==> src/assert_macros.svh <==
// Assertion shorthands for the RTL files; pfvb_fifo is the one that includes them.
`ifndef ASSERT_MACROS_SVH
`define ASSERT_MACROS_SVH

// Concurrent check on the rising edge of clk, off while rst_n is low.
`define ASSERT_CLK(lbl, prop, msg) \
    lbl: assert property (@(posedge clk) disable iff (!rst_n) prop) else $error(msg);

// Condition that must never be seen on a rising edge of clk outside reset.
`define ASSERT_NEVER(lbl, cond, msg) \
    lbl: assert property (@(posedge clk) disable iff (!rst_n) !(cond)) else $error(msg);

`endif

==> src/pfvb_pkg.sv <==
`default_nettype none

package pfvb_pkg;

    localparam int PLANE_LIMIT_DEF     = 64;
    localparam int VERTS_PER_PLANE_DEF = 32;
    localparam int VERTEX_STORE_DEF    = 2112;
    localparam int QUEUE_DEPTH_DEF     = 2;

    localparam logic [1:0] OP_FRAME  = 2'd0;
    localparam logic [1:0] OP_HEADER = 2'd1;
    localparam logic [1:0] OP_VERTEX = 2'd2;

    localparam logic [1:0] CFG_GRID_HEIGHT  = 2'd0;
    localparam logic [1:0] CFG_FLOOR_MARGIN = 2'd1;
    localparam logic [1:0] CFG_MIN_HALF     = 2'd2;

    localparam logic [2:0] RSN_LABEL      = 3'd0;
    localparam logic [2:0] RSN_BELOW_GRID = 3'd1;
    localparam logic [2:0] RSN_TOO_SMALL  = 3'd2;
    localparam logic [2:0] RSN_STORE_FULL = 3'd3;
    localparam logic [2:0] RSN_LIMIT      = 3'd4;

    localparam logic [7:0] LABEL_FLOOR   = 8'd2;
    localparam logic [7:0] LABEL_CEILING = 8'd3;

    localparam logic [30:0] FLOOR_MARGIN_RST = 31'd3277;
    localparam logic [30:0] MIN_HALF_RST     = 31'd4915;

    typedef enum logic [1:0] {
        CMD_REJECT,
        CMD_PLANE,
        CMD_VERTEX
    } cmd_op_t;

    typedef struct packed {
        logic [5:0]  batch;
        logic [4:0]  vidx;
        logic        last;
        logic [11:0] start;
        logic [4:0]  tris;
        logic [10:0] total;
    } meta_t;

    typedef struct packed {
        cmd_op_t            op;
        logic [2:0]         reason;
        logic               rect;
        logic signed [31:0] a;
        logic signed [31:0] b;
        logic signed [31:0] c;
        logic signed [31:0] qx;
        logic signed [31:0] qy;
        logic signed [31:0] qz;
        logic signed [31:0] qw;
        logic signed [31:0] hx;
        logic signed [31:0] hy;
        meta_t              meta;
    } cmd_t;

    typedef struct packed {
        logic               kind;
        logic [2:0]         reason;
        logic signed [31:0] wx;
        logic signed [31:0] wy;
        logic signed [31:0] wz;
        meta_t              meta;
    } result_t;

    function automatic logic signed [31:0] sat32(input logic signed [37:0] v);
        logic signed [31:0] r;
        if (v > 38'sd2147483647)
        begin
            r = 32'sh7fffffff;
        end
        else if (v < -38'sd2147483648)
        begin
            r = 32'sh80000000;
        end
        else
        begin
            r = v[31:0];
        end
        return r;
    endfunction

endpackage

`default_nettype wire

==> src/pfvb_fifo.sv <==
`default_nettype none

module pfvb_fifo
    import pfvb_pkg::*;
#(
    parameter int DEPTH = QUEUE_DEPTH_DEF
)
(
    input  wire logic clk,
    input  wire logic rst_n,
    input  wire logic push,
    input  cmd_t      push_data,
    input  wire logic pop,
    output cmd_t      head,
    output logic      empty,
    output logic      full
);

    localparam int PW = $clog2(DEPTH);
    localparam int NW = $clog2(DEPTH + 1);

    cmd_t          mem_reg [DEPTH];
    logic [PW-1:0] wr_reg;
    logic [PW-1:0] rd_reg;
    logic [NW-1:0] count_reg;

    assign head  = mem_reg[rd_reg];
    assign empty = count_reg == '0;
    assign full  = count_reg == NW'(DEPTH);

    always_ff @(posedge clk)
    begin
        if (push)
        begin
            mem_reg[wr_reg] <= push_data;
        end
    end

    always_ff @(posedge clk or negedge rst_n)
    begin
        if (!rst_n)
        begin
            wr_reg    <= '0;
            rd_reg    <= '0;
            count_reg <= '0;
        end
        else
        begin
            if (push)
            begin
                wr_reg <= (wr_reg == PW'(DEPTH - 1)) ? '0 : wr_reg + PW'(1);
            end
            if (pop)
            begin
                rd_reg <= (rd_reg == PW'(DEPTH - 1)) ? '0 : rd_reg + PW'(1);
            end
            if (push && !pop)
            begin
                count_reg <= count_reg + NW'(1);
            end
            else if (pop && !push)
            begin
                count_reg <= count_reg - NW'(1);
            end
        end
    end

`include "assert_macros.svh"

    `ASSERT_CLK(a_no_overflow, push |-> !full, "queue written while full")
    `ASSERT_CLK(a_no_underflow, pop |-> !empty, "queue read while empty")
    `ASSERT_CLK(a_count_up, (push && !pop) |=> count_reg == $past(count_reg) + NW'(1), "queue count lost a write")

endmodule

`default_nettype wire

==> config.mk <==
export PLATFORM = sky130hd
export DESIGN_NAME = pfvb_fifo
export DESIGN_NICKNAME = d
export VERILOG_FILES = /design/src/pfvb_pkg.sv /design/src/pfvb_fifo.sv
export VERILOG_INCLUDE_DIRS = /design/src /design/src/src
export SDC_FILE = /design/constraint.sdc
export NUM_CORES = 1
export LEC_CHECK = 0
export BUFFER_PORTS_ARGS = -buffer_cell sky130_fd_sc_hd__buf_2
export CAP_MARGIN = 20
export CORE_ASPECT_RATIO = 0.75
export CORE_MARGIN = 10
export CORE_UTILIZATION = 31
export CTS_BUF_LIST = sky130_fd_sc_hd__clkbuf_8
export DETAILED_ROUTE_END_ITERATION = 16
export SETUP_SLACK_MARGIN = 0.1
export SKIP_LAST_GASP = 1
export SYNTH_ARGS = -nofsm -noshare
export SYNTH_HDL_FRONTEND = slang
export SYNTH_SLANG_ARGS = --single-unit
==> constraint.sdc <==
create_clock -name clk -period 15.9 [get_ports clk]
set_input_delay 1.59 -clock clk [delete_from_list [all_inputs] [get_ports clk]]
set_output_delay 1.59 -clock clk [all_outputs]
set_load 0.02 [all_outputs]
# == Word-level counts from Yosys, hierarchy flattened ==
# Memories as Yosys holds them, arrays and structs flattened.
# Cells that the tools add are included.
# totals
n_memories,1
elab_cells,21
input_bits,338
ram_bits,668
ff_bits,4
out_inout_bits,336
# classes
eq_ne,1
reduce_logical,6
muxes,6
add_sub_neg,4
# memory_table
memory,words,width,rd,rd_clocked_by_memory_dff,write_ports,line_no,rtl
mem_reg,2,334,1,0,1,pfvb_fifo.sv:22,cmd_t mem_reg [DEPTH];
# ops
operator,n
1-bit 2-to-1 mux,4
2-bit 2-to-1 mux,2
1-bit adder (second input constant),2
2-bit by 1-bit adder with 2-bit output (second input constant),1
2-bit == test (second input constant),1
1-bit logical AND,2
1-bit zero test,2
2-bit zero test,1
2-bit nonzero test,1
2-bit by 1-bit subtractor with 2-bit output (second input constant),1

# == Logic depth before layout (Yosys ltp) ==
# depth
word_depth,4
mapped_depth,5
ltp_nobuf,5

# == Worst setup path after synthesis ==
# Ideal clock, no wire load.
# synth_path
path_type,in2reg
start,in push
end,mem mem_reg[0][0] (netlist name) (enable)
setup_slack_ns,-1.114
path_stages,1
required_ns,14.823
arrival_time_ns,15.937
setup_ns,1.077
n_path_buf,0
cell_sequence,nor2b_1
# synth_via
elab_chain_cells,2
# synth_lines
item,line_no,rtl
"start, declared",pfvb_fifo.sv:11,"input wire logic push,"
1-bit 2-to-1 mux,pfvb_fifo.sv:33,if (push)
1-bit 2-to-1 mux (not written as such),pfvb_fifo.sv:35,mem_reg[wr_reg] <= push_data;
"end, declared",pfvb_fifo.sv:22,
# No other way between the ends.

==> flow_metrics.env <==
export IMPL_status="finished clean"
export IMPL_cts_hold_buffers_added=0
export IMPL_die_h_um=265
export IMPL_synth_lib_cells_used_distinct=14
export IMPL_totalNegativeSetupSlack_ns=0
export IMPL_timing_worst_slew_pin_value_ns=1.22
export IMPL_buffer_ports_inserted=673
export IMPL_worst_hold_path_type="flop to flop"
export IMPL_timing_critical_path_fanout_max=62
export IMPL_yosysSeqAreaShare_pct=81.1
export IMPL_clock_tree_root_cell="sky130_fd_sc_hd__clkbuf_8"
export IMPL_start_kind="flop"
export IMPL_dr_pass1_iters=4
export IMPL_route_antenna_remaining_nets=0
export IMPL_power_static_leakage_uw=0.0121
export IMPL_first_global_vias=13757
export IMPL_synthXorXnorAreaFrac_pct=0.176
export IMPL_cts_sinks=672
export IMPL_dpl_hpwl_um=42700
export IMPL_whs_ns=0.522
export IMPL_drt_drc_violations_left=0
export IMPL_final_nets=2147
export IMPL_synthesized_area_mm2=0.0249
export IMPL_mostFrequentLayoutCell="sky130_fd_sc_hd__buf_2"
export IMPL_power_density_mw_per_mm2=184
export IMPL_cts_resized=0
export IMPL_worstSetupEndpointType="output port"
export IMPL_slew_headroom_pct=18.7
export IMPL_area_delta_synth_final_pct=26.0
export IMPL_min_path_cells=1
export IMPL_post_synthesis_simple_gate_area_fraction_pct=0.106
export IMPL_power_ir_vdd_worst_mv=0.130
export IMPL_timing_critical_path_from="rd_reg"
export IMPL_place_gp_congestion=0.776
export IMPL_syn_avg_cell_area_um2=23.6
export IMPL_1st_iter_drt_viols=671
export IMPL_route_detailed_vias_per_inst=4.31
export IMPL_setup_reg_to_reg_worst_slack_ns=12.27
export IMPL_postSynthCellCount=1055
export IMPL_multiInputGateArea_mm2=0.00442
export IMPL_post_synth_fa_ha_maj_area_fraction_pct=0.0503
export IMPL_finalHoldViolations=0
export IMPL_finalWorstPathRequiredPeriod_ns=5.65
export IMPL_period_share_pct=35.6
export IMPL_setup_worst_path_class="flop to output port"
export IMPL_grt_util_all_layers_pct=12.3
export IMPL_seqCellArea_mm2=0.0202
export IMPL_tritoncts_num_buffers=104
export IMPL_layout_common_cells="sky130_fd_sc_hd__buf_2 (673), sky130_fd_sc_hd__edfxtp_1 (668), sky130_fd_sc_hd__mux2_2 (184), sky130_fd_sc_hd__mux2_4 (150), sky130_fd_sc_hd__clkbuf_8 (107)"
export IMPL_maxCapViolCount=0
export IMPL_detail_route_wl_per_cell_um=20.4
export IMPL_r2r_end="mem_reg[0][168]"
export IMPL_setup_repair_after_global_routing_missed_its_margin="false"
export IMPL_die_w_um=347
export IMPL_floorplan_core_area_mm2=0.0791
export IMPL_antenna_found_initial=13
export IMPL_regToRegStartpoint="wr_reg"
export IMPL_syn_nets=1394
export IMPL_path_clk_slew_ns=0.06
export IMPL_synth_seq_cells=672
export IMPL_placementRows=89
export IMPL_number_of_vias_in_the_routed_layout=12670
export IMPL_post_route_cells_drive_above_1_share_pct=61.2
export IMPL_combinational_family_with_the_most_area_after_synthesis="multiplexers"
export IMPL_n_fill_cell=7265
export IMPL_first_pass_grt_wire_length_um=87000
export IMPL_timing_fmax_ghz=0.177
export IMPL_worst_ep_arrival_ns=4.06
export IMPL_cts_htree_levels=3
export IMPL_cts_tree="built"
export IMPL_finalMaxSlewViolations=0
export IMPL_worst_ep_required_time_ns=14.31
export IMPL_route_final_wire_length_um=60100
export IMPL_floorplan_initialDensity_pct=31.4
export IMPL_finalSetupViolations=0
export IMPL_largest_net_degree_at_the_start_of_global_routing=156
export IMPL_worst_skew_pair_late_latency_ns=0.68
export IMPL_muxShareOfSynthArea_pct=17.4
export IMPL_cts_post_setup_buffers_inserted=0
export IMPL_finalClockSkew_ns=0.0256
export IMPL_synth_warnings=0
export IMPL_reg2regPathDepth=3
export IMPL_critical_path_endpoint="head[70]"
export IMPL_max_clock_path_buffers=3
export IMPL_fp_dieArea_mm2=0.0921
export IMPL_largest_reg_flops=668
export IMPL_grt_overflow=0
export IMPL_io_pins=674
export IMPL_synth_compound_area_share_pct=0
-- cells in the mapped netlist, drive strengths merged --
cell | count | area [um2]
and2 | 1 | 6.26
nor2b | 2 | 12.5
buf | 37 | 294
xnor2 | 1 | 8.76
xor2 | 4 | 35.0
mux2 | 334 | 4320
nor2 | 2 | 7.51
ha | 1 | 12.5
edfxtp | 668 | 20100
dfrtp | 4 | 100
inv | 1 | 3.75
-- kinds of logic after synthesis --
logic type,after synthesis
buffers and inverters,38
adder cells (fa/ha/maj),1
AND/OR/NAND/NOR,5
XOR/XNOR,5
multiplexers,334
flip-flops,672
-- critical path: stages, from the launching register on --
cell	delay, ns
sky130_fd_sc_hd__dfrtp_4	0.97
sky130_fd_sc_hd__buf_4	0.79
sky130_fd_sc_hd__buf_4	0.85
sky130_fd_sc_hd__mux2_2	0.42
sky130_fd_sc_hd__buf_2	0.16
-- layout make-up --
type | instances | share of cell area (%)
well taps | 1046 | 4.18
flip-flops and latches | 672 | 64.4
repair buffers | 684 | 11.1
inverters | 1 | 0.0120
clock buffers | 107 | 4.70
clock inverters | 80 | 1.49
multi-input cells | 345 | 14.1
diodes | 7 | 0.0559
-- layer usage --
metal / vias to the layer above / routed length (um) / share of wire (%) / global-route usage, %
li1: 5772 / - / - / -
met1: 6318 / 23100 / 38 / 13.7
met2: 469 / 30900 / 51 / 21.5
met3: 101 / 4700 / 7.8 / 4.72
met4: 10 / 1340 / 2.2 / 4.05
met5: - / 74 / 0.12 / 0
-- power by group --
| group | total (uW) | internal (uW) | switching (uW) |
|---|---|---|---|
| logic | 1950 | 783 | 1170 |
| clock network | 1340 | 693 | 650 |
| registers | 2460 | 2360 | 104 |
-- stage by stage --
| step | instances | power, uW | utilization (%) | instance area (um2) | setup slack [ns] |
|---|---|---|---|---|---|
| 2_1_floorplan | 1055 | 3970 | - | 24900 | 5.18 |
| 3_3_place_gp | 2748 | 4460 | 37.1 | 29400 | 10.98 |
| 3_5_place_dp | 2748 | 4490 | 37.1 | 29400 | 10.92 |
| 4_1_cts | 2935 | 5860 | 39.6 | 31300 | 10.14 |
| 5_1_grt | 2939 | 6040 | 39.6 | 31300 | 9.99 |
| 6_report | 2942 | 5760 | 39.6 | 31300 | 10.25 |
-- worst min path at each step --
| stage | startpoint | endpoint | slack [ns] |
|---|---|---|---|
| after global placement | count_reg[1] | count_reg[1] | 0.47 |
| after CTS | count_reg[1] | count_reg[1] | 0.53 |
| after detailed placement | count_reg[1] | count_reg[1] | 0.51 |
| after floorplan | count_reg[1] | count_reg[1] | 0.46 |
| final | count_reg[1] | count_reg[1] | 0.52 |
| after global routing | count_reg[1] | count_reg[1] | 0.54 |
Power figures use the tool's default switching activity.
