==> src/assert_macros.svh <==
// Assertion shorthands for the RTL files; pfvb_fifo is the one that includes them.
`ifndef ASSERT_MACROS_SVH
`define ASSERT_MACROS_SVH

// Concurrent check on the rising edge of clk, off while rst_n is low.
`define ASSERT_CLK(lbl, prop, msg) \
    lbl: assert property (@(posedge clk) disable iff (!rst_n) prop) else $error(msg);

// Condition that must never be seen on a rising edge of clk outside reset.
`define ASSERT_NEVER(lbl, cond, msg) \
    lbl: assert property (@(posedge clk) disable iff (!rst_n) !(cond)) else $error(msg);

`endif

==> src/pfvb_pkg.sv <==
`default_nettype none

package pfvb_pkg;

    localparam int PLANE_LIMIT_DEF     = 64;
    localparam int VERTS_PER_PLANE_DEF = 32;
    localparam int VERTEX_STORE_DEF    = 2112;
    localparam int QUEUE_DEPTH_DEF     = 2;

    localparam logic [1:0] OP_FRAME  = 2'd0;
    localparam logic [1:0] OP_HEADER = 2'd1;
    localparam logic [1:0] OP_VERTEX = 2'd2;

    localparam logic [1:0] CFG_GRID_HEIGHT  = 2'd0;
    localparam logic [1:0] CFG_FLOOR_MARGIN = 2'd1;
    localparam logic [1:0] CFG_MIN_HALF     = 2'd2;

    localparam logic [2:0] RSN_LABEL      = 3'd0;
    localparam logic [2:0] RSN_BELOW_GRID = 3'd1;
    localparam logic [2:0] RSN_TOO_SMALL  = 3'd2;
    localparam logic [2:0] RSN_STORE_FULL = 3'd3;
    localparam logic [2:0] RSN_LIMIT      = 3'd4;

    localparam logic [7:0] LABEL_FLOOR   = 8'd2;
    localparam logic [7:0] LABEL_CEILING = 8'd3;

    localparam logic [30:0] FLOOR_MARGIN_RST = 31'd3277;
    localparam logic [30:0] MIN_HALF_RST     = 31'd4915;

    typedef enum logic [1:0] {
        CMD_REJECT,
        CMD_PLANE,
        CMD_VERTEX
    } cmd_op_t;

    typedef struct packed {
        logic [5:0]  batch;
        logic [4:0]  vidx;
        logic        last;
        logic [11:0] start;
        logic [4:0]  tris;
        logic [10:0] total;
    } meta_t;

    typedef struct packed {
        cmd_op_t            op;
        logic [2:0]         reason;
        logic               rect;
        logic signed [31:0] a;
        logic signed [31:0] b;
        logic signed [31:0] c;
        logic signed [31:0] qx;
        logic signed [31:0] qy;
        logic signed [31:0] qz;
        logic signed [31:0] qw;
        logic signed [31:0] hx;
        logic signed [31:0] hy;
        meta_t              meta;
    } cmd_t;

    typedef struct packed {
        logic               kind;
        logic [2:0]         reason;
        logic signed [31:0] wx;
        logic signed [31:0] wy;
        logic signed [31:0] wz;
        meta_t              meta;
    } result_t;

    function automatic logic signed [31:0] sat32(input logic signed [37:0] v);
        logic signed [31:0] r;
        if (v > 38'sd2147483647)
        begin
            r = 32'sh7fffffff;
        end
        else if (v < -38'sd2147483648)
        begin
            r = 32'sh80000000;
        end
        else
        begin
            r = v[31:0];
        end
        return r;
    endfunction

endpackage

`default_nettype wire

==> src/pfvb_back.sv <==
`default_nettype none

module pfvb_back
    import pfvb_pkg::*;
(
    input  wire logic clk,
    input  wire logic rst_n,
    input  cmd_t      head,
    input  wire logic empty,
    output logic      pop,
    output result_t   result,
    output logic      result_valid,
    input  wire logic result_ready
);

    typedef enum logic [2:0] {
        B_IDLE,
        B_BMUL,
        B_BACC,
        B_AXES,
        B_PMUL,
        B_PACC,
        B_EMIT
    } bstate_t;

    bstate_t            state_reg;
    cmd_t               cmd_reg;
    logic [3:0]         step_reg;
    logic [1:0]         corner_reg;
    logic signed [64:0] prod_reg;
    logic signed [35:0] term_reg [9];
    logic signed [31:0] axu_reg [3];
    logic signed [31:0] axv_reg [3];
    logic signed [31:0] cen_reg [3];
    logic signed [35:0] wacc_reg [3];
    result_t            out_reg;
    logic               out_valid_reg;

    logic signed [31:0] ma;
    logic signed [32:0] mb;
    logic signed [32:0] lx, ly;
    logic signed [37:0] one;
    logic               out_free;
    logic               emit;

    assign pop          = (state_reg == B_IDLE) && !empty;
    assign result       = out_reg;
    assign result_valid = out_valid_reg;
    assign out_free     = !out_valid_reg || result_ready;
    assign emit         = (state_reg == B_EMIT) && out_free;
    assign one          = 38'sd1073741824;

    always_comb
    begin
        if (cmd_reg.op == CMD_VERTEX)
        begin
            lx = 33'(cmd_reg.a);
            ly = 33'(cmd_reg.b);
        end
        else
        begin
            // Corners run (-,-), (+,-), (+,+), (-,+); half extents are never negative here.
            lx = (corner_reg[0] == corner_reg[1]) ? -33'(cmd_reg.hx) : 33'(cmd_reg.hx);
            ly = corner_reg[1] ? 33'(cmd_reg.hy) : -33'(cmd_reg.hy);
        end
        ma = '0;
        mb = '0;
        if (state_reg == B_BMUL)
        begin
            unique case (step_reg)
                4'd0:    begin ma = cmd_reg.qx; mb = 33'(cmd_reg.qx); end
                4'd1:    begin ma = cmd_reg.qx; mb = 33'(cmd_reg.qy); end
                4'd2:    begin ma = cmd_reg.qx; mb = 33'(cmd_reg.qz); end
                4'd3:    begin ma = cmd_reg.qy; mb = 33'(cmd_reg.qy); end
                4'd4:    begin ma = cmd_reg.qy; mb = 33'(cmd_reg.qz); end
                4'd5:    begin ma = cmd_reg.qz; mb = 33'(cmd_reg.qz); end
                4'd6:    begin ma = cmd_reg.qw; mb = 33'(cmd_reg.qx); end
                4'd7:    begin ma = cmd_reg.qw; mb = 33'(cmd_reg.qy); end
                4'd8:    begin ma = cmd_reg.qw; mb = 33'(cmd_reg.qz); end
                default: begin ma = '0; mb = '0; end
            endcase
        end
        else
        begin
            ma = step_reg[0] ? axv_reg[step_reg[2:1]] : axu_reg[step_reg[2:1]];
            mb = step_reg[0] ? ly : lx;
        end
    end

    always_ff @(posedge clk or negedge rst_n)
    begin
        if (!rst_n)
        begin
            state_reg     <= B_IDLE;
            out_valid_reg <= 1'b0;
            step_reg      <= '0;
            corner_reg    <= '0;
        end
        else
        begin
            if (emit)
            begin
                out_valid_reg <= 1'b1;
            end
            else if (out_valid_reg && result_ready)
            begin
                out_valid_reg <= 1'b0;
            end
            unique case (state_reg)
                B_IDLE:
                begin
                    if (!empty)
                    begin
                        cmd_reg    <= head;
                        step_reg   <= '0;
                        corner_reg <= '0;
                        unique case (head.op)
                            CMD_PLANE:
                            begin
                                cen_reg[0] <= head.a;
                                cen_reg[1] <= head.b;
                                cen_reg[2] <= head.c;
                                state_reg  <= B_BMUL;
                            end
                            CMD_VERTEX:
                            begin
                                for (int i = 0; i < 3; i++)
                                begin
                                    wacc_reg[i] <= 36'(cen_reg[i]);
                                end
                                state_reg <= B_PMUL;
                            end
                            default:
                            begin
                                for (int i = 0; i < 3; i++)
                                begin
                                    wacc_reg[i] <= '0;
                                end
                                state_reg <= B_EMIT;
                            end
                        endcase
                    end
                end
                B_BMUL:
                begin
                    prod_reg  <= ma * mb;
                    state_reg <= B_BACC;
                end
                B_BACC:
                begin
                    term_reg[step_reg] <= 36'((prod_reg + (65'sd1 <<< 28)) >>> 29);
                    if (step_reg == 4'd8)
                    begin
                        state_reg <= B_AXES;
                    end
                    else
                    begin
                        step_reg  <= step_reg + 4'd1;
                        state_reg <= B_BMUL;
                    end
                end
                B_AXES:
                begin
                    // Terms: xx xy xz yy yz zz wx wy wz.
                    axu_reg[0] <= sat32(one - (38'(term_reg[3]) + 38'(term_reg[5])));
                    axu_reg[1] <= sat32(38'(term_reg[1]) + 38'(term_reg[8]));
                    axu_reg[2] <= sat32(38'(term_reg[2]) - 38'(term_reg[7]));
                    axv_reg[0] <= sat32(38'(term_reg[1]) - 38'(term_reg[8]));
                    axv_reg[1] <= sat32(one - (38'(term_reg[0]) + 38'(term_reg[5])));
                    axv_reg[2] <= sat32(38'(term_reg[4]) + 38'(term_reg[6]));
                    step_reg   <= '0;
                    if (cmd_reg.rect)
                    begin
                        for (int i = 0; i < 3; i++)
                        begin
                            wacc_reg[i] <= 36'(cen_reg[i]);
                        end
                        state_reg <= B_PMUL;
                    end
                    else
                    begin
                        state_reg <= B_IDLE;
                    end
                end
                B_PMUL:
                begin
                    prod_reg  <= ma * mb;
                    state_reg <= B_PACC;
                end
                B_PACC:
                begin
                    wacc_reg[step_reg[2:1]] <= wacc_reg[step_reg[2:1]]
                        + 36'((prod_reg + (65'sd1 <<< 29)) >>> 30);
                    if (step_reg == 4'd5)
                    begin
                        state_reg <= B_EMIT;
                    end
                    else
                    begin
                        step_reg  <= step_reg + 4'd1;
                        state_reg <= B_PMUL;
                    end
                end
                B_EMIT:
                begin
                    if (out_free)
                    begin
                        out_reg.kind       <= cmd_reg.op == CMD_REJECT;
                        out_reg.reason     <= cmd_reg.reason;
                        out_reg.wx         <= sat32(38'(wacc_reg[0]));
                        out_reg.wy         <= sat32(38'(wacc_reg[1]));
                        out_reg.wz         <= sat32(38'(wacc_reg[2]));
                        out_reg.meta.batch <= cmd_reg.meta.batch;
                        out_reg.meta.start <= cmd_reg.meta.start;
                        out_reg.meta.tris  <= cmd_reg.meta.tris;
                        out_reg.meta.total <= cmd_reg.meta.total;
                        out_reg.meta.vidx  <= (cmd_reg.op == CMD_PLANE) ? 5'(corner_reg)
                                                                       : cmd_reg.meta.vidx;
                        out_reg.meta.last  <= (cmd_reg.op == CMD_PLANE) ? (corner_reg == 2'd3)
                                                                       : cmd_reg.meta.last;
                        if (cmd_reg.op == CMD_PLANE && corner_reg != 2'd3)
                        begin
                            corner_reg <= corner_reg + 2'd1;
                            step_reg   <= '0;
                            for (int i = 0; i < 3; i++)
                            begin
                                wacc_reg[i] <= 36'(cen_reg[i]);
                            end
                            state_reg <= B_PMUL;
                        end
                        else
                        begin
                            state_reg <= B_IDLE;
                        end
                    end
                end
                default:
                begin
                    state_reg <= B_IDLE;
                end
            endcase
        end
    end

endmodule

`default_nettype wire

==> config.mk <==
export PLATFORM = sky130hd
export DESIGN_NAME = pfvb_back
export DESIGN_NICKNAME = d
export VERILOG_FILES = /design/src/assert_macros.svh /design/src/pfvb_pkg.sv /design/src/pfvb_back.sv
export SDC_FILE = /design/constraint.sdc
export NUM_CORES = 2
export LEC_CHECK = 0
export ABC_AREA = 1
export BUFFER_PORTS_ARGS = -buffer_cell sky130_fd_sc_hd__clkbuf_2
export CORE_UTILIZATION = 35
export CTS_CLUSTER_SIZE = 28
export DETAILED_ROUTE_END_ITERATION = 10
export PLACE_DENSITY = 0.56
export SLEW_MARGIN = 20
export SYNTH_ARGS = -nofsm -noshare
export SYNTH_HDL_FRONTEND = slang
export SYNTH_SLANG_ARGS = --single-unit
==> constraint.sdc <==
create_clock -name clk -period 15.1 [get_ports clk]
set_input_delay 0.755 -clock clk [delete_from_list [all_inputs] [get_ports clk]]
set_output_delay 0.755 -clock clk [all_outputs]
set_load 0.01 [all_outputs]
# Yosys cells after proc, flatten, opt, wreduce, memory -nomap -nowiden
# Memory sizes are Yosys's and may differ from the RTL's.
# Cells that the tools add are included.
[word_totals]
reg_bits = 517
mem_bits_rw = 720
input_bits = 338
elab_cells = 235
n_memories = 5
[memory_table]
columns = ["name", "words", "word_bits", "read_ports", "rd_clocked_by_memory_dff", "wr", "line_no", "rtl"]
rows = [
  ["term_reg", 9, 36, 9, 0, 1, "pfvb_back.sv:31", "logic signed [35:0] term_reg [9];"],
  ["wacc_reg", 3, 36, 4, 0, 3, "pfvb_back.sv:35", "logic signed [35:0] wacc_reg [3];"],
  ["axu_reg", 3, 32, 1, 0, 3, "pfvb_back.sv:32", "logic signed [31:0] axu_reg [3];"],
  ["axv_reg", 3, 32, 1, 0, 3, "pfvb_back.sv:33", "logic signed [31:0] axv_reg [3];"],
  ["cen_reg", 3, 32, 3, 0, 3, "pfvb_back.sv:34", "logic signed [31:0] cen_reg [3];"],
]
[op_classes]
n_addsub = 15
n_mul = 1
order_cmp = 18
n_eq_ne = 26
muxes = 90
bitwise = 10
n_reduce_logical = 36
[op_table]
columns = ["op", "count"]
rows = [
  ["$mux 32", 23],
  ["$mux 36", 10],
  ["$mux 33", 6],
  ["$add 36x36->37", 4],
  ["$gt 37x32->1 const B", 4],
  ["$lt 37x32->1 const B", 4],
  ["$pmux 32 s4", 1],
  ["$gt 36x32->1 const B", 3],
  ["$lt 36x32->1 const B", 3],
  ["$pmux 33 s3", 1],
  ["$gt 38x32->1 const B", 2],
  ["$lt 38x32->1 const B", 2],
  ["$sub 32x37->38 const A", 2],
  ["$sub 36x36->37", 2],
  ["$neg 32->33", 2],
  ["$add 65x30->65 const B", 1],
  ["$add 65x31->65 const B", 1],
  ["$mul 32x33->65", 1],
  ["$add 36x35->36", 1],
  ["$reduce_or 36->1", 1],
  ["$mux 1", 29],
  ["$pmux 3 s7", 1],
  ["$mux 4", 5],
  ["$pmux 4 s5", 1],
  ["35 further kinds", 86],
]

# Longest topological paths before layout
[logic_depth]
ltp_word = 11
ltp_mapped = 49
mapped_depth_nobuf = 48

# Least setup slack after synthesis
# No wires, ideal clock.
[synth_path]
path_type = "input-to-reg"
from = "input port rst_n"
to = "memory wacc_reg[0][0] (enable)"
setup_ns = 0.398
arrival_time_ns = 12.935
required_time_ns = 14.702
path_slack_ns = 1.767
cell_stages = 4
n_path_buf = 0
path_cell_list = "inv_1 nor3_1 a221oi_1 nand2_1"
[synth_rtl]
columns = ["item", "line_no", "rtl"]
rows = [
  ["start: declaration", "pfvb_back.sv:7", "input wire logic rst_n,"],
  ["end: declaration", "pfvb_back.sv:35", ""],
]

# Worst setup path in the final report
[layout_path]
from = "register step_reg[0]"
to = "register prod_reg[62], data pin"
[layout_via]
elab_chain_len = 5
[layout_rtl]
columns = ["item", "line_no", "rtl"]
rows = [
  ["start: declaration", "pfvb_back.sv:28", "logic [3:0] step_reg;"],
  ["start signal: assignment", "pfvb_back.sv:158", "step_reg <= step_reg + 4'd1;"],
  ["start signal: assignment", "pfvb_back.sv:200", "step_reg <= step_reg + 4'd1;"],
  ["$eq 4x4->1, or another cell as far along", "pfvb_back.sv:70", "unique case (step_reg)"],
  ["$reduce_or 4->1 (no line), or another cell as far along", "n/a", ""],
  ["$pmux 33 s3 or $pmux 32 s4 (tied branches)", "pfvb_back.sv:70", ""],
  ["$mux 33 or $mux 32 (tied branches)", "pfvb_back.sv:68", "if (state_reg == B_BMUL)"],
  ["$mul 32x33->65 *", "pfvb_back.sv:146, pfvb_back.sv:187", ""],
  ["end signal: assignment", "pfvb_back.sv:146", "prod_reg <= ma * mb;"],
  ["end signal: assignment", "pfvb_back.sv:187", "prod_reg <= ma * mb;"],
  ["end: declaration", "pfvb_back.sv:30", "logic signed [64:0] prod_reg;"],
]
# Mark *: on every way between the ends. The rest lies on a longest branch, timed or not.
# A chain may end at the register's enable or synchronous reset.

==> run summary <==
Summing every instance area after synthesis gives 104000 µm². The placed cell area is 111000 µm², and the sequential area share after synthesis is 0.360. The cell repeated most along the worst path is sky130_fd_sc_hd__fa_1. The proportion of register bits with asynchronous set or reset after synthesis is 0.00803. The worst setup path is launched from a flip-flop. The simple-gate share of the synthesized area was 0.158.

For this run, the leading register cell type out of synthesis is sky130_fd_sc_hd__edfxtp_1. The pin count of the biggest net entering global routing is 176. The netlist uses 69 different library cells.

For this run, the top clock speed supported by timing is 0.0848 GHz. The first TritonRoute pass finished after 10 iterations. The number of flip-flops in the largest register was 324; the share of cell area taken by muxes after synthesis was 0. The first global-routing pass estimated 587 mm of wire.

Combinational family with the most area after synthesis: adder cells. After synthesis, the mean cell area works out to 9.36 µm². The slowest stage of the critical path is the sky130_fd_sc_hd__fa_1 cell.

The run gives 189 mm as the routed wire length on met2. For this design the top-level I/O count stands at 480. In this run, the number of DRC markers left after iteration 0 of detailed routing was 9400.

The post-route fraction of the period consumed by the critical path is 0.781. The number of nets in the synthesized netlist is 13.1k. Setup repair after global routing left no endpoint under its margin. Kind of path behind the tightest hold check: input port to flip-flop.

In this run the worst path has a maximum fanout of 47. The total of warnings raised by yosys was 0. The share of Yosys cell area claimed by the top area cell type came out at 0.358. The run gives 0 as the hold violation count in the final report. The synthesized design contains 1235 enable-type register cells. Setup violations remaining at the end of the flow were counted as 0.

Kind of capture point of the worst setup path: a flip-flop. Clock latency on the worst-skew pair, taken at its later pin, is 880 ps. After global routing the overflow that remains totals 0. The tools report the number of instances in the synthesized netlist as 11.1k. The fraction of final layout cells sized beyond drive strength 1 came out at 0.0919. Prior to clock tree synthesis, the placed netlist has a worst setup slack of 3490 ps. For the register-to-register setup slack, the log shows 3310 ps. The clock-pin slew on the worst setup and hold paths is 60 ps.

The length of routed met3 wiring was 35.4 mm; the number of buffers on the longest clock path was 4. The number of vias per cell after detailed routing is 5.35. The checks that failed: design-rule violations. Across the run, the number of max-cap violations was 0.

CTS saw 1245 sinks. Synthesis inferred 1245 register bits. The max-slew violation total from the final report came out at 0. The library cell occupying the most area in the post-synthesis netlist was sky130_fd_sc_hd__edfxtp_1. The share of synthesized cell area in full adder, half adder and majority cells was 0.278; the chip height was 546 µm.

The run gives 12330 ps as the arrival time at the worst endpoint. Data on the critical path is required at its endpoint by 15640 ps. Area added between synthesis and finish: 11.6%. The CTS buffer count is 149, and the minimum period implied by the final worst setup slack is 11790 ps. For the starting density of the core, the log shows 0.352. The critical path is of the flip-flop to flip-flop type.

After detailed routing, the number of remaining DRC violations is 117. The number of inserted filler cells in the final layout was 29.9k; the post-layout net count was 13.5k. In this run, post-CTS hold repair placed 3 buffers. The number of global-route vias before repair is 81.9k, and the number of placement rows is 199.

The run finished, with violations left. In the post-route analysis, the smallest setup slack over all paths is 3310 ps. The half-perimeter wire length of the detailed placement result was 329 mm. The largest single stage delay on the critical path is 700 ps.

The setup fix buffers added after clock tree synthesis came out at 0. Final design instance area without fill: 116000 µm². The die covers 298000 µm². The run gives 0.155 as the worst relative slew slack. In this run the top signal layer used is met5.

The number of antenna violations at the first check in global routing was 40; the average wire per cell in the routed design was 26.7 µm. For the vias after detailed routing, the log shows 83.1k. In this run the number of H-tree levels came out at 4.

For the pin with the worst max-slew slack, the measured transition is 1250 ps. Routability-driven placement finished with a final weighted congestion of 0.998. The cell at the root of the clock tree is sky130_fd_sc_hd__clkbuf_16. The post-cts repair resize count came out at 0. Setup total negative slack on the finished layout was measured at 0 ps. After synthesis, the cell types taking the most area are sky130_fd_sc_hd__edfxtp_1, sky130_fd_sc_hd__fa_1, sky130_fd_sc_hd__inv_1. Between clock sinks in the finished design, the worst skew comes to 107 ps. The share of the synthesized netlist area taken by xor and xnor gates is 0.0298, and the area of the core is 294000 µm². The number of input and output port buffers inserted came out at 479. The tools report the wire length the detailed router placed on met1 as 165 mm.

From left edge to right edge, the die measures 546 µm. The tools report the count of nets left with antenna violations after detail routing as 0. The post-synthesis compound-gate area fraction came out at 0.0818. The total routing resource utilization after global routing was 0.273. The final routed wirelength across all metal layers was 414 mm. TritonCTS built the clock tree.
-- per-stage QoR --
step | util | std cells | hold slack, ps
after floorplan | - | 11100 | 400
after global placement | 0.376 | 15200 | 400
after detailed placement | 0.376 | 15200 | 405
after CTS | 0.393 | 15500 | 10.5
after global routing | 0.393 | 15500 | 48.0
final | 0.393 | 15500 | 53.8
-- cell type report --
cell class	instances	area [µm²]	area share
well taps	3919	4900	0.0424
clock buffers	174	3930	0.0339
inverters	2008	7550	0.0652
diodes	35	87.6	0.000757
multi-input cells	7431	57300	0.495
flip-flops and latches	1245	37300	0.323
repair buffers	648	3720	0.0321
clock inverters	84	877	0.00758
-- path summary, 6_finish.rpt --
path | start | endpoint | cells after the start
max | step_reg[0] | prod_reg[62] | 32
max reg2reg | step_reg[0] | prod_reg[62] | 32
min in group asynchronous | rst_n | step_reg[1] | 2
min reg2reg | cmd_reg[0] | result[0] | 0
min | head[146] | cmd_reg[146] | 1
max in group asynchronous | rst_n | step_reg[0] | 2
-- critical path, delay by kind of cell, from the launching register on --
family,cells,cell delay [ps]
fa+ha+maj,10,5190
compound gates,2,310
flops,1,660
xor+xnor,1,80
simple gates,9,2170
buf+inv,10,2970
-- layout by cell type, fill, tap and decap left out, drive strengths merged, types with 8 or more instances in the layout --
master,count
o21a,18
clkinv,61
nand2,1944
diode,35
ha,517
o211ai,40
edfxtp,1235
clkbuf,653
dfrtp,10
fa,1118
nand4,54
nand3,499
xor2,279
o221ai,49
bufinv,14
xnor2,74
a221oi,57
or2,13
clkinvlp,9
inv,2008
nor2,1340
nor4,39
nand3b,8
a22oi,39
buf,166
a31oi,92
nor3,93
a21boi,21
o22ai,56
and3,12
o21bai,39
a21o,30
a21oi,576
o21ai,386
-- Yosys cell counts (6+ instances only) --
master / number
sky130_fd_sc_hd__o31ai_1: 6
sky130_fd_sc_hd__a21boi_0: 19
sky130_fd_sc_hd__fa_1: 1118
sky130_fd_sc_hd__nand3b_1: 8
sky130_fd_sc_hd__nor4_2: 8
sky130_fd_sc_hd__o21ai_0: 341
sky130_fd_sc_hd__a21o_1: 30
sky130_fd_sc_hd__a21oi_1: 572
sky130_fd_sc_hd__o21bai_1: 37
sky130_fd_sc_hd__clkbuf_1: 121
sky130_fd_sc_hd__and2_1: 6
sky130_fd_sc_hd__inv_2: 32
sky130_fd_sc_hd__a22oi_1: 39
sky130_fd_sc_hd__or2_2: 11
sky130_fd_sc_hd__buf_1: 27
sky130_fd_sc_hd__a31oi_2: 10
sky130_fd_sc_hd__nand4_1: 53
sky130_fd_sc_hd__xnor2_1: 74
sky130_fd_sc_hd__nor2_1: 1319
sky130_fd_sc_hd__o21a_1: 18
sky130_fd_sc_hd__dfrtp_1: 10
sky130_fd_sc_hd__a221oi_1: 56
sky130_fd_sc_hd__buf_4: 47
sky130_fd_sc_hd__nand2_2: 25
sky130_fd_sc_hd__o211ai_1: 40
sky130_fd_sc_hd__o221ai_1: 49
sky130_fd_sc_hd__clkinv_1: 11
sky130_fd_sc_hd__nand2_1: 1918
sky130_fd_sc_hd__o22ai_1: 56
sky130_fd_sc_hd__ha_1: 517
sky130_fd_sc_hd__nor2_2: 17
sky130_fd_sc_hd__and3_1: 12
sky130_fd_sc_hd__buf_2: 184
sky130_fd_sc_hd__o21ai_1: 37
sky130_fd_sc_hd__inv_1: 1964
sky130_fd_sc_hd__o21ai_2: 8
sky130_fd_sc_hd__xor2_1: 279
sky130_fd_sc_hd__a31oi_1: 80
sky130_fd_sc_hd__buf_6: 15
sky130_fd_sc_hd__nor4_1: 31
sky130_fd_sc_hd__edfxtp_1: 1235
sky130_fd_sc_hd__nand3_1: 494
sky130_fd_sc_hd__nor3_1: 88
-- kinds of logic (layout without fill, tap and decap cells) --
logic type	count (synthesis)	after routing
AOI/OAI and AO/OA	1433	1433
xor gates and xnor gates	353	353
adders and majority gates	1635	1635
buffers and inverters	2403	2914
DFF	1245	1245
other	0	35
and+or+nand+nor	4010	4010
-- routing by layer --
| layer | vias to the layer above | global-route usage |
|---|---|---|
| met3 | 874 | 0.0412 |
| li1 | 36400 | - |
| met5 | - | 0 |
| met2 | 4249 | 0.437 |
| met1 | 41600 | 0.360 |
| met4 | 16 | 0.141 |
Power is left out: the tool's default activity adds up to more than one toggle a clock period on the data nets, which glitch-free logic cannot reach.
