===== src/assert_macros.svh =====
// Assertion shorthands for the RTL files; pfvb_fifo is the one that includes them.
`ifndef ASSERT_MACROS_SVH
`define ASSERT_MACROS_SVH

// Concurrent check on the rising edge of clk, off while rst_n is low.
`define ASSERT_CLK(lbl, prop, msg) \
    lbl: assert property (@(posedge clk) disable iff (!rst_n) prop) else $error(msg);

// Condition that must never be seen on a rising edge of clk outside reset.
`define ASSERT_NEVER(lbl, cond, msg) \
    lbl: assert property (@(posedge clk) disable iff (!rst_n) !(cond)) else $error(msg);

`endif


===== src/pfvb_pkg.sv =====
`default_nettype none

package pfvb_pkg;

    localparam int PLANE_LIMIT_DEF     = 64;
    localparam int VERTS_PER_PLANE_DEF = 32;
    localparam int VERTEX_STORE_DEF    = 2112;
    localparam int QUEUE_DEPTH_DEF     = 2;

    localparam logic [1:0] OP_FRAME  = 2'd0;
    localparam logic [1:0] OP_HEADER = 2'd1;
    localparam logic [1:0] OP_VERTEX = 2'd2;

    localparam logic [1:0] CFG_GRID_HEIGHT  = 2'd0;
    localparam logic [1:0] CFG_FLOOR_MARGIN = 2'd1;
    localparam logic [1:0] CFG_MIN_HALF     = 2'd2;

    localparam logic [2:0] RSN_LABEL      = 3'd0;
    localparam logic [2:0] RSN_BELOW_GRID = 3'd1;
    localparam logic [2:0] RSN_TOO_SMALL  = 3'd2;
    localparam logic [2:0] RSN_STORE_FULL = 3'd3;
    localparam logic [2:0] RSN_LIMIT      = 3'd4;

    localparam logic [7:0] LABEL_FLOOR   = 8'd2;
    localparam logic [7:0] LABEL_CEILING = 8'd3;

    localparam logic [30:0] FLOOR_MARGIN_RST = 31'd3277;
    localparam logic [30:0] MIN_HALF_RST     = 31'd4915;

    typedef enum logic [1:0] {
        CMD_REJECT,
        CMD_PLANE,
        CMD_VERTEX
    } cmd_op_t;

    typedef struct packed {
        logic [5:0]  batch;
        logic [4:0]  vidx;
        logic        last;
        logic [11:0] start;
        logic [4:0]  tris;
        logic [10:0] total;
    } meta_t;

    typedef struct packed {
        cmd_op_t            op;
        logic [2:0]         reason;
        logic               rect;
        logic signed [31:0] a;
        logic signed [31:0] b;
        logic signed [31:0] c;
        logic signed [31:0] qx;
        logic signed [31:0] qy;
        logic signed [31:0] qz;
        logic signed [31:0] qw;
        logic signed [31:0] hx;
        logic signed [31:0] hy;
        meta_t              meta;
    } cmd_t;

    typedef struct packed {
        logic               kind;
        logic [2:0]         reason;
        logic signed [31:0] wx;
        logic signed [31:0] wy;
        logic signed [31:0] wz;
        meta_t              meta;
    } result_t;

    function automatic logic signed [31:0] sat32(input logic signed [37:0] v);
        logic signed [31:0] r;
        if (v > 38'sd2147483647)
        begin
            r = 32'sh7fffffff;
        end
        else if (v < -38'sd2147483648)
        begin
            r = 32'sh80000000;
        end
        else
        begin
            r = v[31:0];
        end
        return r;
    endfunction

endpackage

`default_nettype wire


===== src/pfvb_front.sv =====
`default_nettype none

module pfvb_front
    import pfvb_pkg::*;
#(
    parameter int PLANE_LIMIT     = PLANE_LIMIT_DEF,
    parameter int VERTS_PER_PLANE = VERTS_PER_PLANE_DEF,
    parameter int VERTEX_STORE    = VERTEX_STORE_DEF
)
(
    input  wire logic         clk,
    input  wire logic         rst_n,
    input  wire logic         cfg_we,
    input  wire logic [1:0]   cfg_index,
    input  wire logic [31:0]  cfg_data,
    input  wire logic         accept,
    input  wire logic [1:0]   operation,
    input  wire logic [303:0] payload,
    output cmd_t              cmd,
    output logic              push
);

    localparam int PSW = $clog2(PLANE_LIMIT + 1);
    localparam int BCW = $clog2(PLANE_LIMIT + 1);
    localparam int SOW = $clog2(VERTEX_STORE + 1);
    localparam int CW  = $clog2(VERTS_PER_PLANE + 2);

    logic signed [31:0] grid_height_reg;
    logic [30:0]        floor_margin_reg;
    logic [30:0]        min_half_reg;

    logic [CW-1:0]  expected_reg;
    logic [CW-1:0]  vcount_reg;
    logic           plane_acc_reg;
    logic [BCW-1:0] batch_reg;
    logic [PSW-1:0] seen_reg;
    logic [SOW-1:0] offset_reg;
    logic [10:0]    total_reg;
    logic           full_reg;

    logic signed [31:0] coord_a, coord_b, coord_c, half_x, half_y;
    logic [7:0]         label;
    logic signed [7:0]  vertex_count;
    logic signed [33:0] floor_level;
    logic               below, too_small, no_room, rect;
    logic [CW-1:0]      emitted, tris;
    logic [11:0]        total_sum;
    logic [10:0]        total_next;
    int                 cnt_int;

    assign coord_a      = payload[31:0];
    assign coord_b      = payload[63:32];
    assign coord_c      = payload[95:64];
    assign half_x       = payload[255:224];
    assign half_y       = payload[287:256];
    assign label        = payload[295:288];
    assign vertex_count = payload[303:296];

    always_comb
    begin
        floor_level = 34'(grid_height_reg) + $signed({3'b000, floor_margin_reg});
        below     = 34'(coord_b) < floor_level;
        too_small = ($signed({half_x[31], half_x}) < $signed({2'b00, min_half_reg}))
                 || ($signed({half_y[31], half_y}) < $signed({2'b00, min_half_reg}));
        no_room = (32'(offset_reg) + 32'(VERTS_PER_PLANE) + 32'd1) > 32'(VERTEX_STORE);
        cnt_int = int'(vertex_count);
        if (cnt_int < 0)
        begin
            cnt_int = 0;
        end
        if (cnt_int > VERTS_PER_PLANE)
        begin
            cnt_int = VERTS_PER_PLANE;
        end
        rect       = cnt_int < 3;
        emitted    = rect ? CW'(4) : CW'(cnt_int);
        tris       = emitted - CW'(2);
        total_sum  = {1'b0, total_reg} + 12'(tris);
        total_next = total_sum[11] ? 11'h7ff : total_sum[10:0];
    end

    always_comb
    begin
        cmd      = '0;
        cmd.op   = CMD_REJECT;
        push     = 1'b0;
        if (accept && operation == OP_HEADER)
        begin
            push = 1'b1;
            priority if (seen_reg >= PSW'(PLANE_LIMIT))
            begin
                cmd.reason = RSN_LIMIT;
            end
            else if (full_reg)
            begin
                cmd.reason = RSN_STORE_FULL;
            end
            else if (label == LABEL_FLOOR || label == LABEL_CEILING)
            begin
                cmd.reason = RSN_LABEL;
            end
            else if (below)
            begin
                cmd.reason = RSN_BELOW_GRID;
            end
            else if (too_small)
            begin
                cmd.reason = RSN_TOO_SMALL;
            end
            else if (no_room)
            begin
                cmd.reason = RSN_STORE_FULL;
            end
            else
            begin
                cmd.op         = CMD_PLANE;
                cmd.rect       = rect;
                cmd.a          = coord_a;
                cmd.b          = coord_b;
                cmd.c          = coord_c;
                cmd.qx         = payload[127:96];
                cmd.qy         = payload[159:128];
                cmd.qz         = payload[191:160];
                cmd.qw         = payload[223:192];
                cmd.hx         = half_x;
                cmd.hy         = half_y;
                cmd.meta.batch = 6'(batch_reg);
                cmd.meta.start = 12'(offset_reg);
                cmd.meta.tris  = 5'(tris);
                cmd.meta.total = total_next;
            end
        end
        else if (accept && operation == OP_VERTEX && plane_acc_reg
                 && vcount_reg < expected_reg)
        begin
            push           = 1'b1;
            cmd.op         = CMD_VERTEX;
            cmd.a          = coord_a;
            cmd.b          = coord_b;
            cmd.meta.batch = 6'(batch_reg - BCW'(1));
            cmd.meta.vidx  = 5'(vcount_reg);
            cmd.meta.last  = (vcount_reg + CW'(1)) == expected_reg;
            cmd.meta.start = 12'(offset_reg - SOW'(expected_reg));
            cmd.meta.tris  = 5'(expected_reg - CW'(2));
            cmd.meta.total = total_reg;
        end
    end

    always_ff @(posedge clk or negedge rst_n)
    begin
        if (!rst_n)
        begin
            grid_height_reg  <= '0;
            floor_margin_reg <= FLOOR_MARGIN_RST;
            min_half_reg     <= MIN_HALF_RST;
            expected_reg     <= '0;
            vcount_reg       <= '0;
            plane_acc_reg    <= 1'b0;
            batch_reg        <= '0;
            seen_reg         <= '0;
            offset_reg       <= '0;
            total_reg        <= '0;
            full_reg         <= 1'b0;
        end
        else
        begin
            if (cfg_we)
            begin
                unique case (cfg_index)
                    CFG_GRID_HEIGHT:  grid_height_reg  <= cfg_data;
                    CFG_FLOOR_MARGIN: floor_margin_reg <= cfg_data[30:0];
                    CFG_MIN_HALF:     min_half_reg     <= cfg_data[30:0];
                    default:          ;
                endcase
            end
            if (accept && operation == OP_FRAME)
            begin
                expected_reg  <= '0;
                vcount_reg    <= '0;
                plane_acc_reg <= 1'b0;
                batch_reg     <= '0;
                seen_reg      <= '0;
                offset_reg    <= '0;
                total_reg     <= '0;
                full_reg      <= 1'b0;
            end
            else if (accept && operation == OP_HEADER)
            begin
                if (seen_reg < PSW'(PLANE_LIMIT))
                begin
                    seen_reg <= seen_reg + PSW'(1);
                end
                plane_acc_reg <= 1'b0;
                expected_reg  <= '0;
                vcount_reg    <= '0;
                if (cmd.op == CMD_PLANE)
                begin
                    batch_reg     <= batch_reg + BCW'(1);
                    offset_reg    <= offset_reg + SOW'(emitted);
                    total_reg     <= total_next;
                    plane_acc_reg <= !rect;
                    expected_reg  <= rect ? '0 : emitted;
                end
                else if (seen_reg < PSW'(PLANE_LIMIT) && !full_reg
                         && label != LABEL_FLOOR && label != LABEL_CEILING
                         && !below && !too_small && no_room)
                begin
                    full_reg <= 1'b1;
                end
            end
            else if (push && cmd.op == CMD_VERTEX)
            begin
                vcount_reg <= vcount_reg + CW'(1);
            end
        end
    end

endmodule

`default_nettype wire


===== config.mk =====
export PLATFORM = sky130hd
export DESIGN_NAME = pfvb_front
export DESIGN_NICKNAME = d
export VERILOG_FILES = /design/src/assert_macros.svh /design/src/pfvb_pkg.sv /design/src/pfvb_front.sv
export SDC_FILE = /design/constraint.sdc
export NUM_CORES = 1
export LEC_CHECK = 0
export CORE_AREA = 2 2 264 266
export DETAILED_ROUTE_END_ITERATION = 10
export DIE_AREA = 0 0 266 268
export DONT_BUFFER_PORTS = 1
export HOLD_SLACK_MARGIN = 0.08
export PLACE_DENSITY_LB_ADDON = 0.2
export SLEW_MARGIN = 20
export SYNTH_ARGS = -nofsm -noshare
export SYNTH_HDL_FRONTEND = slang
export SYNTH_SLANG_ARGS = --single-unit

===== constraint.sdc =====
create_clock -name clk -period 5.7 [get_ports clk]
set_clock_uncertainty 0.1 [all_clocks]
set_input_delay 0.285 -clock clk [delete_from_list [all_inputs] [get_ports clk]]
set_output_delay 0.285 -clock clk [all_outputs]
set_load 0.01 [all_outputs]

# Yosys cells after proc, flatten, opt, wreduce, memory -nomap -nowiden
# Cells that the tools add are included.
totals:
  output_inout_bits: 335
  word_cells: 142
  register_bits: 145
classes:
  magnitude_cmp: 10
  n_eq_ne: 12
  add_sub_neg: 12
  reduce_logical: 31
  muxes: 66
op_table:
  columns: ["operator", "count"]
  rows:
  - ["2-to-1 mux 295 bit", 6]
  - ["2-to-1 mux 224 bit", 1]
  - ["2-to-1 mux 28 bit", 7]
  - ["2-to-1 mux 64 bit", 2]
  - ["< comparator 32 bit", 2]
  - ["2-to-1 mux 32 bit", 2]
  - ["2-to-1 mux 6 bit", 10]
  - ["2-to-1 mux 11 bit", 4]
  - ["2-to-1 mux 7 bit", 6]
  - ["2-to-1 mux 40 bit", 1]
  - ["2-to-1 mux 12 bit", 3]
  - ["adder 32 x 32 -> 33 bit", 1]
  - ["< comparator 32 x 33 -> 1 bit", 1]
  - ["greater-than comparator 32 x 7 -> 1 bit, second input constant", 1]
  - ["< comparator 32 x 3 -> 1 bit, second input constant", 1]
  - ["== test 8 x 2 -> 1 bit, second input constant", 2]
  - ["2-to-1 mux 2 bit", 8]
  - ["!= test 8 x 2 -> 1 bit, second input constant", 2]
  - ["adder 13 x 1 -> 14 bit, second input constant", 1]
  - ["adder 7 x 1 -> 7 bit, second input constant", 2]
  - ["greater-than comparator 14 x 12 -> 1 bit, second input constant", 1]
  - ["2-to-1 mux 1 bit", 14]
  - ["adder 12 x 6 -> 13 bit, second input constant", 1]
  - ["adder 11 x 6 -> 12 bit", 1]
  - ["24 further kinds", 51]

# Longest topological paths before layout
# Gate-level depths: netlist of the first run.
depth:
  depth_word: 16
  ltp_mapped: 24

# Least setup slack after synthesis of the first run
# Ideal clock, no wire load.
synth_timing:
  path_kind: "reg2out"
  from: "register floor_margin_reg[0]"
  to: "output port cmd[11] (netlist bit)"
  t_arrival_ns: 4.857
  slack_ns: 0.458
  required_time_ns: 5.315
  path_buffers: 2
  stages_incl_launch_ff: 24
  path_cell_list: "dfstp_2 ha_1 inv_1 fa_1 nor2b_1 o2111ai_1 a21oi_1 nor2_1 o21ai_0 a221o_1 a21oi_1 o31ai_1 xnor2_1 ha_1 a21oi_1 o211ai_1 a2111o_1 o221ai_1 nor3b_2 nor4b_2 clkbuf_1 clkbuf_1 nand2_1 nand2_1"
synth_lines:
  columns: ["element", "line", "rtl"]
  rows:
  - ["start: declaration", "pfvb_front.sv:29", "logic [30:0] floor_margin_reg;"]
  - ["start signal: assignment", "pfvb_front.sv:171", "CFG_FLOOR_MARGIN: floor_margin_reg <= cfg_data[30:0];"]
  - ["end: declaration", "pfvb_front.sv:19", "output cmd_t cmd,"]

==> flow_summary.yaml, run 1 <==
setup_path:
  crit_buf_inv: 9
  path_class: "flop to output port"
  reg2reg_depth: 30
  crit_path_max_incr_delay_ns: 0.55
  crit_path_frequent_cell: "buf_6"
  ff2ff_setup_slack_ns: 0.07
  cp-end-kind: "output port"
  cp_max_fo: 9
  cp.required_ns: 5.32
  critPathLaunchType: "flop"
  crit_slowest_cell: "dfstp_2"
  crit-reg2reg-capture: "total_reg[1]$_DFFE_PN0P_"
  crit_family: "compound AO/OA/AOI/OAI gates"
  timing.rr.start: "floor_margin_reg[0]$_DFFE_PN1P_"
  arrival_ns: 5.73
final_layout:
  areaGrowthSynthToFinish_pct: 24.3
  fillers: 7416
  regArea_um2: 3620
  multi_input_area_um2: 9190
  final_common_cell: "and2_1"
  nets: 2056
  mostFrequentLayoutCells: "and2_1 (267), ha_1 (151), dfrtp_1 (130), mux2_2 (93), nand2_1 (86)"
  drive_gt1_share_pct: 20.0
  largest_reg_flops: 32
global_routing:
  grt_pass1_wl_mm: 71.4
  grt_overflow: 0
  grt_max_degree: 145
  grt_use_total_pct: 13.5
  grt_pass1_vias: 11300
  antenna_found_initial: 19
synthesis:
  ys_seq_elements: 144
  synthSimpleGateAreaFrac_pct: 25.3
  synth.distinct_cells: 69
  synth-compound-area-share_pct: 15.0
  yosysWarnings: 0
  synth_area_leaders: "dfrtp_1 (25%), ha_1 (15%), and2_1 (14%)"
  synth_area_um2: 12900
  async_flop_share_pct: 100
  synth.area.mux_share_pct: 8.19
  post-synth-top-area-cell: "dfrtp_1"
  synth_top_area_share_pct: 25.2
  synth_edf_count: 0
  synth_top_family_by_area: "simple AND/OR/NAND/NOR gates"
  synthAdderAreaFrac_pct: 15.5
  postSynthCellCount: 1483
  seq_area_frac_synth_pct: 28.0
  synth_ff_type: "dfrtp_1"
  avgSynthCellArea_um2: 8.71
  synth_xor_area_share_pct: 3.66
cts:
  cts_root_buf: "clkbuf_16"
  cts_tree: "done"
  cts_made_buffers: 17
  clk_pin_slew_worst_paths_ns: 0.07
  clock_path_buffers: 2
  cts.sinks: 144
  insertion_delay_ns: 0.48
  htreeDepth: 4
worst_hold_path:
  hold_start: "accept"
  worstHoldEndpoint: "expected_reg[0]$_DFFE_PN0P_"
  hold_path.class: "primary input to flop"
  hold-path-cell-count: 3
drt:
  drtIter0Drc: 498
  postRouteAntennaNets: 0
  via_count: 11300
  firstDrtPassIters: 5
  drc_errors: 0
  avgRoutedWirePerCell_um: 20.5
  via_per_inst: 4.57
  drt-total-wl_mm: 50.6
pwr:
  peakVddDrop_mv: 0.155
  p_total_uw: 4340
  clockPowerShare_pct: 27.3
  p_sw_share_pct: 38.1
  total_leakage_power_uw: 0.00707
  pwr-share-seq_pct: 28.9
  powerDensity_nw_per_um2: 270
  combPwrFrac_pct: 43.8
  p_int_uw: 2680
  p_sw_uw: 1650
die:
  core-area_um2: 68200
  io-pin-count: 679
  initial_core_util_pct: 18.9
  chipHeight_um: 268
  dieArea_um2: 71300
  die_w_um: 266
  row_count: 96
sta:
  fmax_mhz: 164
  tightest_slew_ns: 0.926
  fin_crit_ns: 6.12
  slew_viol_final: 0
  period_share_pct: 107
  whs_ns: 0.149
  finalSetupViolations: 322
  report.final.hold_viol_count: 0
  relSlewSlack_pct: 38.3
  setup_ws_ns: -0.415
  rsz0062_at_grt: "yes"
outcome:
  failed_checks: "negative setup slack"
  outcome: "finished, violations left"
place:
  hpwl_mm: 40.7
  numPortBuffers: 0
  gp_congestion: 0.867
flow_run:
  drv_cap: 0
==> synth_stat cells (7+ instances only) <==
| cell type | n |
|---|---|
| a211oi_1 | 8 |
| a31oi_1 | 7 |
| o21ai_0 | 88 |
| buf_1 | 7 |
| and3_1 | 10 |
| xnor2_1 | 34 |
| and2_1 | 294 |
| nand2b_1 | 19 |
| mux2_2 | 93 |
| dfrtp_1 | 130 |
| dfstp_2 | 14 |
| nand2_1 | 93 |
| inv_1 | 77 |
| a21oi_1 | 80 |
| nor2_1 | 60 |
| ha_1 | 154 |
| nor3_1 | 19 |
| a21o_1 | 34 |
| clkbuf_1 | 53 |
| nand4_1 | 17 |
| nor2b_1 | 11 |
| nand3_1 | 24 |
| a211o_1 | 7 |
| a21bo_2 | 7 |
| o21a_1 | 7 |
| xor2_1 | 20 |
| o31ai_1 | 10 |
| o22ai_1 | 9 |
==> metal layers <==
metal / global-route usage (%) / part of all wire [%] / vias to the layer above
met1: 17.2 / 44 / 5485
met4: 3.77 / 1.6 / 14
met3: 3.93 / 5.6 / 56
met2: 22.4 / 48 / 372
met5: 0 / 0.16 / -
li1: - / - / 5338
==> tightest hold or removal path, stage by stage <==
cell and delay [ns]:
nand2b_1 0.20, nand2_1 0.16, nand2_1 0.05
==> power by group through the flow <==
stage          registers [uW]  logic [uW]  clock network (uW)
2_1_floorplan            1240        1240                   0
3_3_place_gp             1270        1650                   0
3_5_place_dp             1270        1670                   0
4_1_cts                  1260        1890                1250
5_1_grt                  1280        2150                1300
6_report                 1250        1900                1180
==> area by class of cell <==
class / instances / share of cell area, %
tap: 882 / 6.88
multi-input combinational: 1197 / 57.3
inverter: 78 / 1.82
clock buffer: 17 / 2.65
timing repair buffer: 116 / 7.49
antenna: 16 / 0.250
clock inverter: 15 / 1.06
sequential: 144 / 22.6
==> through the flow <==
| stage | std cells | area, um2 | worst slack [ns] | util (%) | setup TNS (ns) |
|---|---|---|---|---|---|
| after floorplan | 1484 | 12900 | 0.458 | - | 0 |
| after global placement | 2353 | 14300 | -0.609 | 20.9 | -176.95 |
| after detailed placement | 2353 | 14300 | -0.647 | 20.9 | -192.09 |
| after CTS | 2446 | 15900 | -0.529 | 23.3 | -146.73 |
| after global routing | 2458 | 16000 | -0.750 | 23.5 | -216.27 |
| final | 2465 | 16000 | -0.415 | 23.5 | -98.24 |
==> logic make-up (layout without fill, tap and decap cells) <==
family	Yosys count	count (layout)
AOI/OAI and AO/OA	306	306
other	1	18
muxes	94	94
buffers and inverters	143	226
xor gates and xnor gates	54	54
DFF	144	144
adders and majority gates	158	158
and+or+nand+nor	583	583
==> how the worst max path moves through the flow <==
stage | start | end | cells after the start
final | floor_margin_reg[0]$_DFFE_PN1P_ | cmd[22] | 30
after floorplan | floor_margin_reg[0]$_DFFE_PN1P_ | cmd[11] | 23
after detailed placement | floor_margin_reg[0]$_DFFE_PN1P_ | cmd[238] | 25
after global placement | floor_margin_reg[0]$_DFFE_PN1P_ | cmd[238] | 25
after CTS | floor_margin_reg[0]$_DFFE_PN1P_ | cmd[2] | 30
after global routing | floor_margin_reg[0]$_DFFE_PN1P_ | cmd[2] | 30
==> timing repair <==
item / CTS / global route
endpoints found under the hold margin: 253 / 0
hold buffers: 46 / 0
setup buffers: 14 / 3
pin swaps: 22 / 26
setup endpoints to repair: 360 / 353
gates cloned: 1 / 0
gates resized for setup: 112 / 25
No activity file was read; power rests on OpenSTA's default activity.
==> run 2: changes to the inputs <==
--- a/config.mk
+++ b/config.mk
@@ -5,10 +5,10 @@
 export SDC_FILE = /design/constraint.sdc
 export NUM_CORES = 1
 export LEC_CHECK = 0
-export CORE_AREA = 2 2 264 266
+export BUFFER_PORTS_ARGS = -buffer_cell sky130_fd_sc_hd__buf_2
+export CORE_AREA = 2 2 261 263
 export DETAILED_ROUTE_END_ITERATION = 10
-export DIE_AREA = 0 0 266 268
-export DONT_BUFFER_PORTS = 1
+export DIE_AREA = 0 0 263 265
 export HOLD_SLACK_MARGIN = 0.08
 export PLACE_DENSITY_LB_ADDON = 0.2
 export SLEW_MARGIN = 20
==> constraint.sdc (replaced) <==
create_clock -name clk -period 5.56 [get_ports clk]
set_clock_uncertainty 0.1 [all_clocks]
set_input_delay 0.278 -clock clk [delete_from_list [all_inputs] [get_ports clk]]
set_output_delay 0.278 -clock clk [all_outputs]
set_load 0.01 [all_outputs]
==> run 2 against run 1 <==
Net effect: the run still ends with negative setup slack left; first-iteration DRC count grew 33%; clock power is 3% higher; total power grew 8.2%; utilization up 6.2 points; final area rose by 24%; flip-flop and latch count unchanged; largest cell class unchanged; largest power group unchanged.
==> flow_summary.yaml, run 2 (same netlist as run 1, synthesis figures left out) <==
setup_path:
  ff2ff_setup_slack_ns: -0.14
  crit_path_frequent_cell: "buf_12"
  crit-reg2reg-capture: "offset_reg[7]$_DFFE_PN0P_"
  arrival_ns: 5.88
  crit_slowest_cell: "dfstp_2"
  crit_family: "compound AO/OA/AOI/OAI gates"
  cp_max_fo: 7
  reg2reg_depth: 29
  crit_buf_inv: 10
  cp.required_ns: 5.18
  path_class: "flop to output port"
  timing.rr.start: "floor_margin_reg[0]$_DFFE_PN1P_"
  critPathLaunchType: "flop"
  cp-end-kind: "output port"
  crit_path_max_incr_delay_ns: 0.55
pwr:
  total_leakage_power_uw: 0.0104
  peakVddDrop_mv: 0.150
  powerDensity_nw_per_um2: 236
  p_int_uw: 2930
  p_sw_share_pct: 37.5
  combPwrFrac_pct: 46.6
  clockPowerShare_pct: 26.0
  p_total_uw: 4690
  p_sw_uw: 1760
  pwr-share-seq_pct: 27.4
global_routing:
  grt_max_degree: 79
  grt_overflow: 0
  grt_use_total_pct: 14.7
  grt_pass1_wl_mm: 79.1
  antenna_found_initial: 2
  grt_pass1_vias: 13500
final_layout:
  areaGrowthSynthToFinish_pct: 53.8
  drive_gt1_share_pct: 44.0
  final_common_cell: "buf_2"
  largest_reg_flops: 32
  nets: 2750
  final_cells: 3135
  mostFrequentLayoutCells: "buf_2 (646), and2_1 (270), ha_1 (152), dfrtp_1 (130), mux2_2 (93)"
  fin_util_pct: 29.7
drt:
  postRouteAntennaNets: 0
  via_per_inst: 4.34
  drt-total-wl_mm: 56.0
  drc_errors: 0
  via_count: 13600
  drtIter0Drc: 663
  avgRoutedWirePerCell_um: 17.9
  firstDrtPassIters: 5
sta:
  setup_tns_ns: -165.87
  rsz0062_at_grt: "yes"
  tightest_slew_ns: 1.03
  slew_viol_final: 0
  report.final.hold_viol_count: 0
  setup_ws_ns: -0.698
  period_share_pct: 113
  relSlewSlack_pct: 30.8
  fmax_mhz: 160
  finalSetupViolations: 336
  fin_crit_ns: 6.26
outcome:
  failed_checks: "negative setup slack"
  outcome: "finished, violations left"
cts:
  cts_tree: "done"
  clock_path_buffers: 2
  cts_made_buffers: 17
  cts.sinks: 144
  cts_root_buf: "clkbuf_16"
  htreeDepth: 4
  clk_pin_slew_worst_paths_ns: 0.07
  insertion_delay_ns: 0.48
worst_hold_path:
  hold_path.class: "primary input to flop"
  hold_start: "payload[303]"
  worstHoldEndpoint: "expected_reg[5]$_DFFE_PN0P_"
  hold-path-cell-count: 4
die:
  dieArea_um2: 69700
  die_w_um: 263
  row_count: 95
  initial_core_util_pct: 19.3
  chipHeight_um: 265
  core-area_um2: 66800
  io-pin-count: 679
flow_run:
  drv_cap: 0
place:
  numPortBuffers: 675
  dp_cells: 3036
  hpwl_mm: 43.7
  gp_congestion: 0.871
==> run 2: changes by cell type in the layout (fill, tap and decap cells not counted), sizes merged <==
cell / delta
buf: +690
bufbuf: -1
clkbuf: +15
clkinv: -5
clkinvlp: +2
diode: -15
dlygate4sd3: -8
inv: +1
==> run 2: layer usage <==
layer	vias up	track usage [%]	routed length [um]	share of wire, %
met2	346	25.6	27800	50
met1	6497	18.6	25100	45
li1	6710	-	-	-
met5	-	0	0	0
met3	38	3.11	2360	4.2
met4	0	3.43	733	1.3
==> run 2: cell type report <==
cell class	instances	area [um2]
Antenna cell	1	2.50
Clock buffer	19	453
Clock inverter	13	148
Fill cell	7176	46900
Inverter	78	293
Multi-Input combinational cell	1197	9090
Sequential cell	144	3620
Tap cell	873	1090
Timing Repair Buffer	810	5160
==> run 2: worst max-delay path by stage <==
stage                     cells after the start                       startpoint       end  slack (ns)
after floorplan                              23  floor_margin_reg[0]$_DFFE_PN1P_   cmd[11]        0.33
after global placement                       27  floor_margin_reg[0]$_DFFE_PN1P_   cmd[25]       -0.74
after detailed placement                     27  floor_margin_reg[0]$_DFFE_PN1P_   cmd[25]       -0.74
after CTS                                    29  floor_margin_reg[0]$_DFFE_PN1P_  cmd[175]       -0.84
after global routing                         29  floor_margin_reg[0]$_DFFE_PN1P_    cmd[9]       -0.97
final                                        28  floor_margin_reg[0]$_DFFE_PN1P_  cmd[165]       -0.70
==> run 2: tightest hold or removal path, delay by kind of cell <==
kind                   cells  cell delay (ns)
buffers and inverters      1             0.14
AND/OR/NAND/NOR            2             0.19
AO/OA/AOI/OAI              1             0.07
==> run 2: repair_timing <==
action / CTS / global route
gates cloned: 1 / 17
pin swaps: 10 / 23
hold endpoints to repair: 163 / 0
endpoints found under the setup margin: 360 / 356
resized for setup: 34 / 111
hold buffers: 37 / 0
setup buffers: 2 / 11
==> run 2: power groups by stage <==
stage / sequential (uW) / combinational, uW / clock, uW
finish: 1290 / 2190 / 1220
global route: 1310 / 2450 / 1310
CTS: 1280 / 2090 / 1280
detailed placement: 1300 / 2000 / 0
global placement: 1300 / 1970 / 0
floorplan: 1280 / 1270 / 0
==> run 2: metrics by stage <==
step,hold WS (ns),setup slack [ns],instance area [um2]
final,0.151,-0.698,19900
after global routing,0.138,-0.971,19900
after CTS,0.0981,-0.838,18900
after detailed placement,0.321,-0.738,17800
after global placement,0.309,-0.742,17800
after floorplan,-0.118,0.325,12900
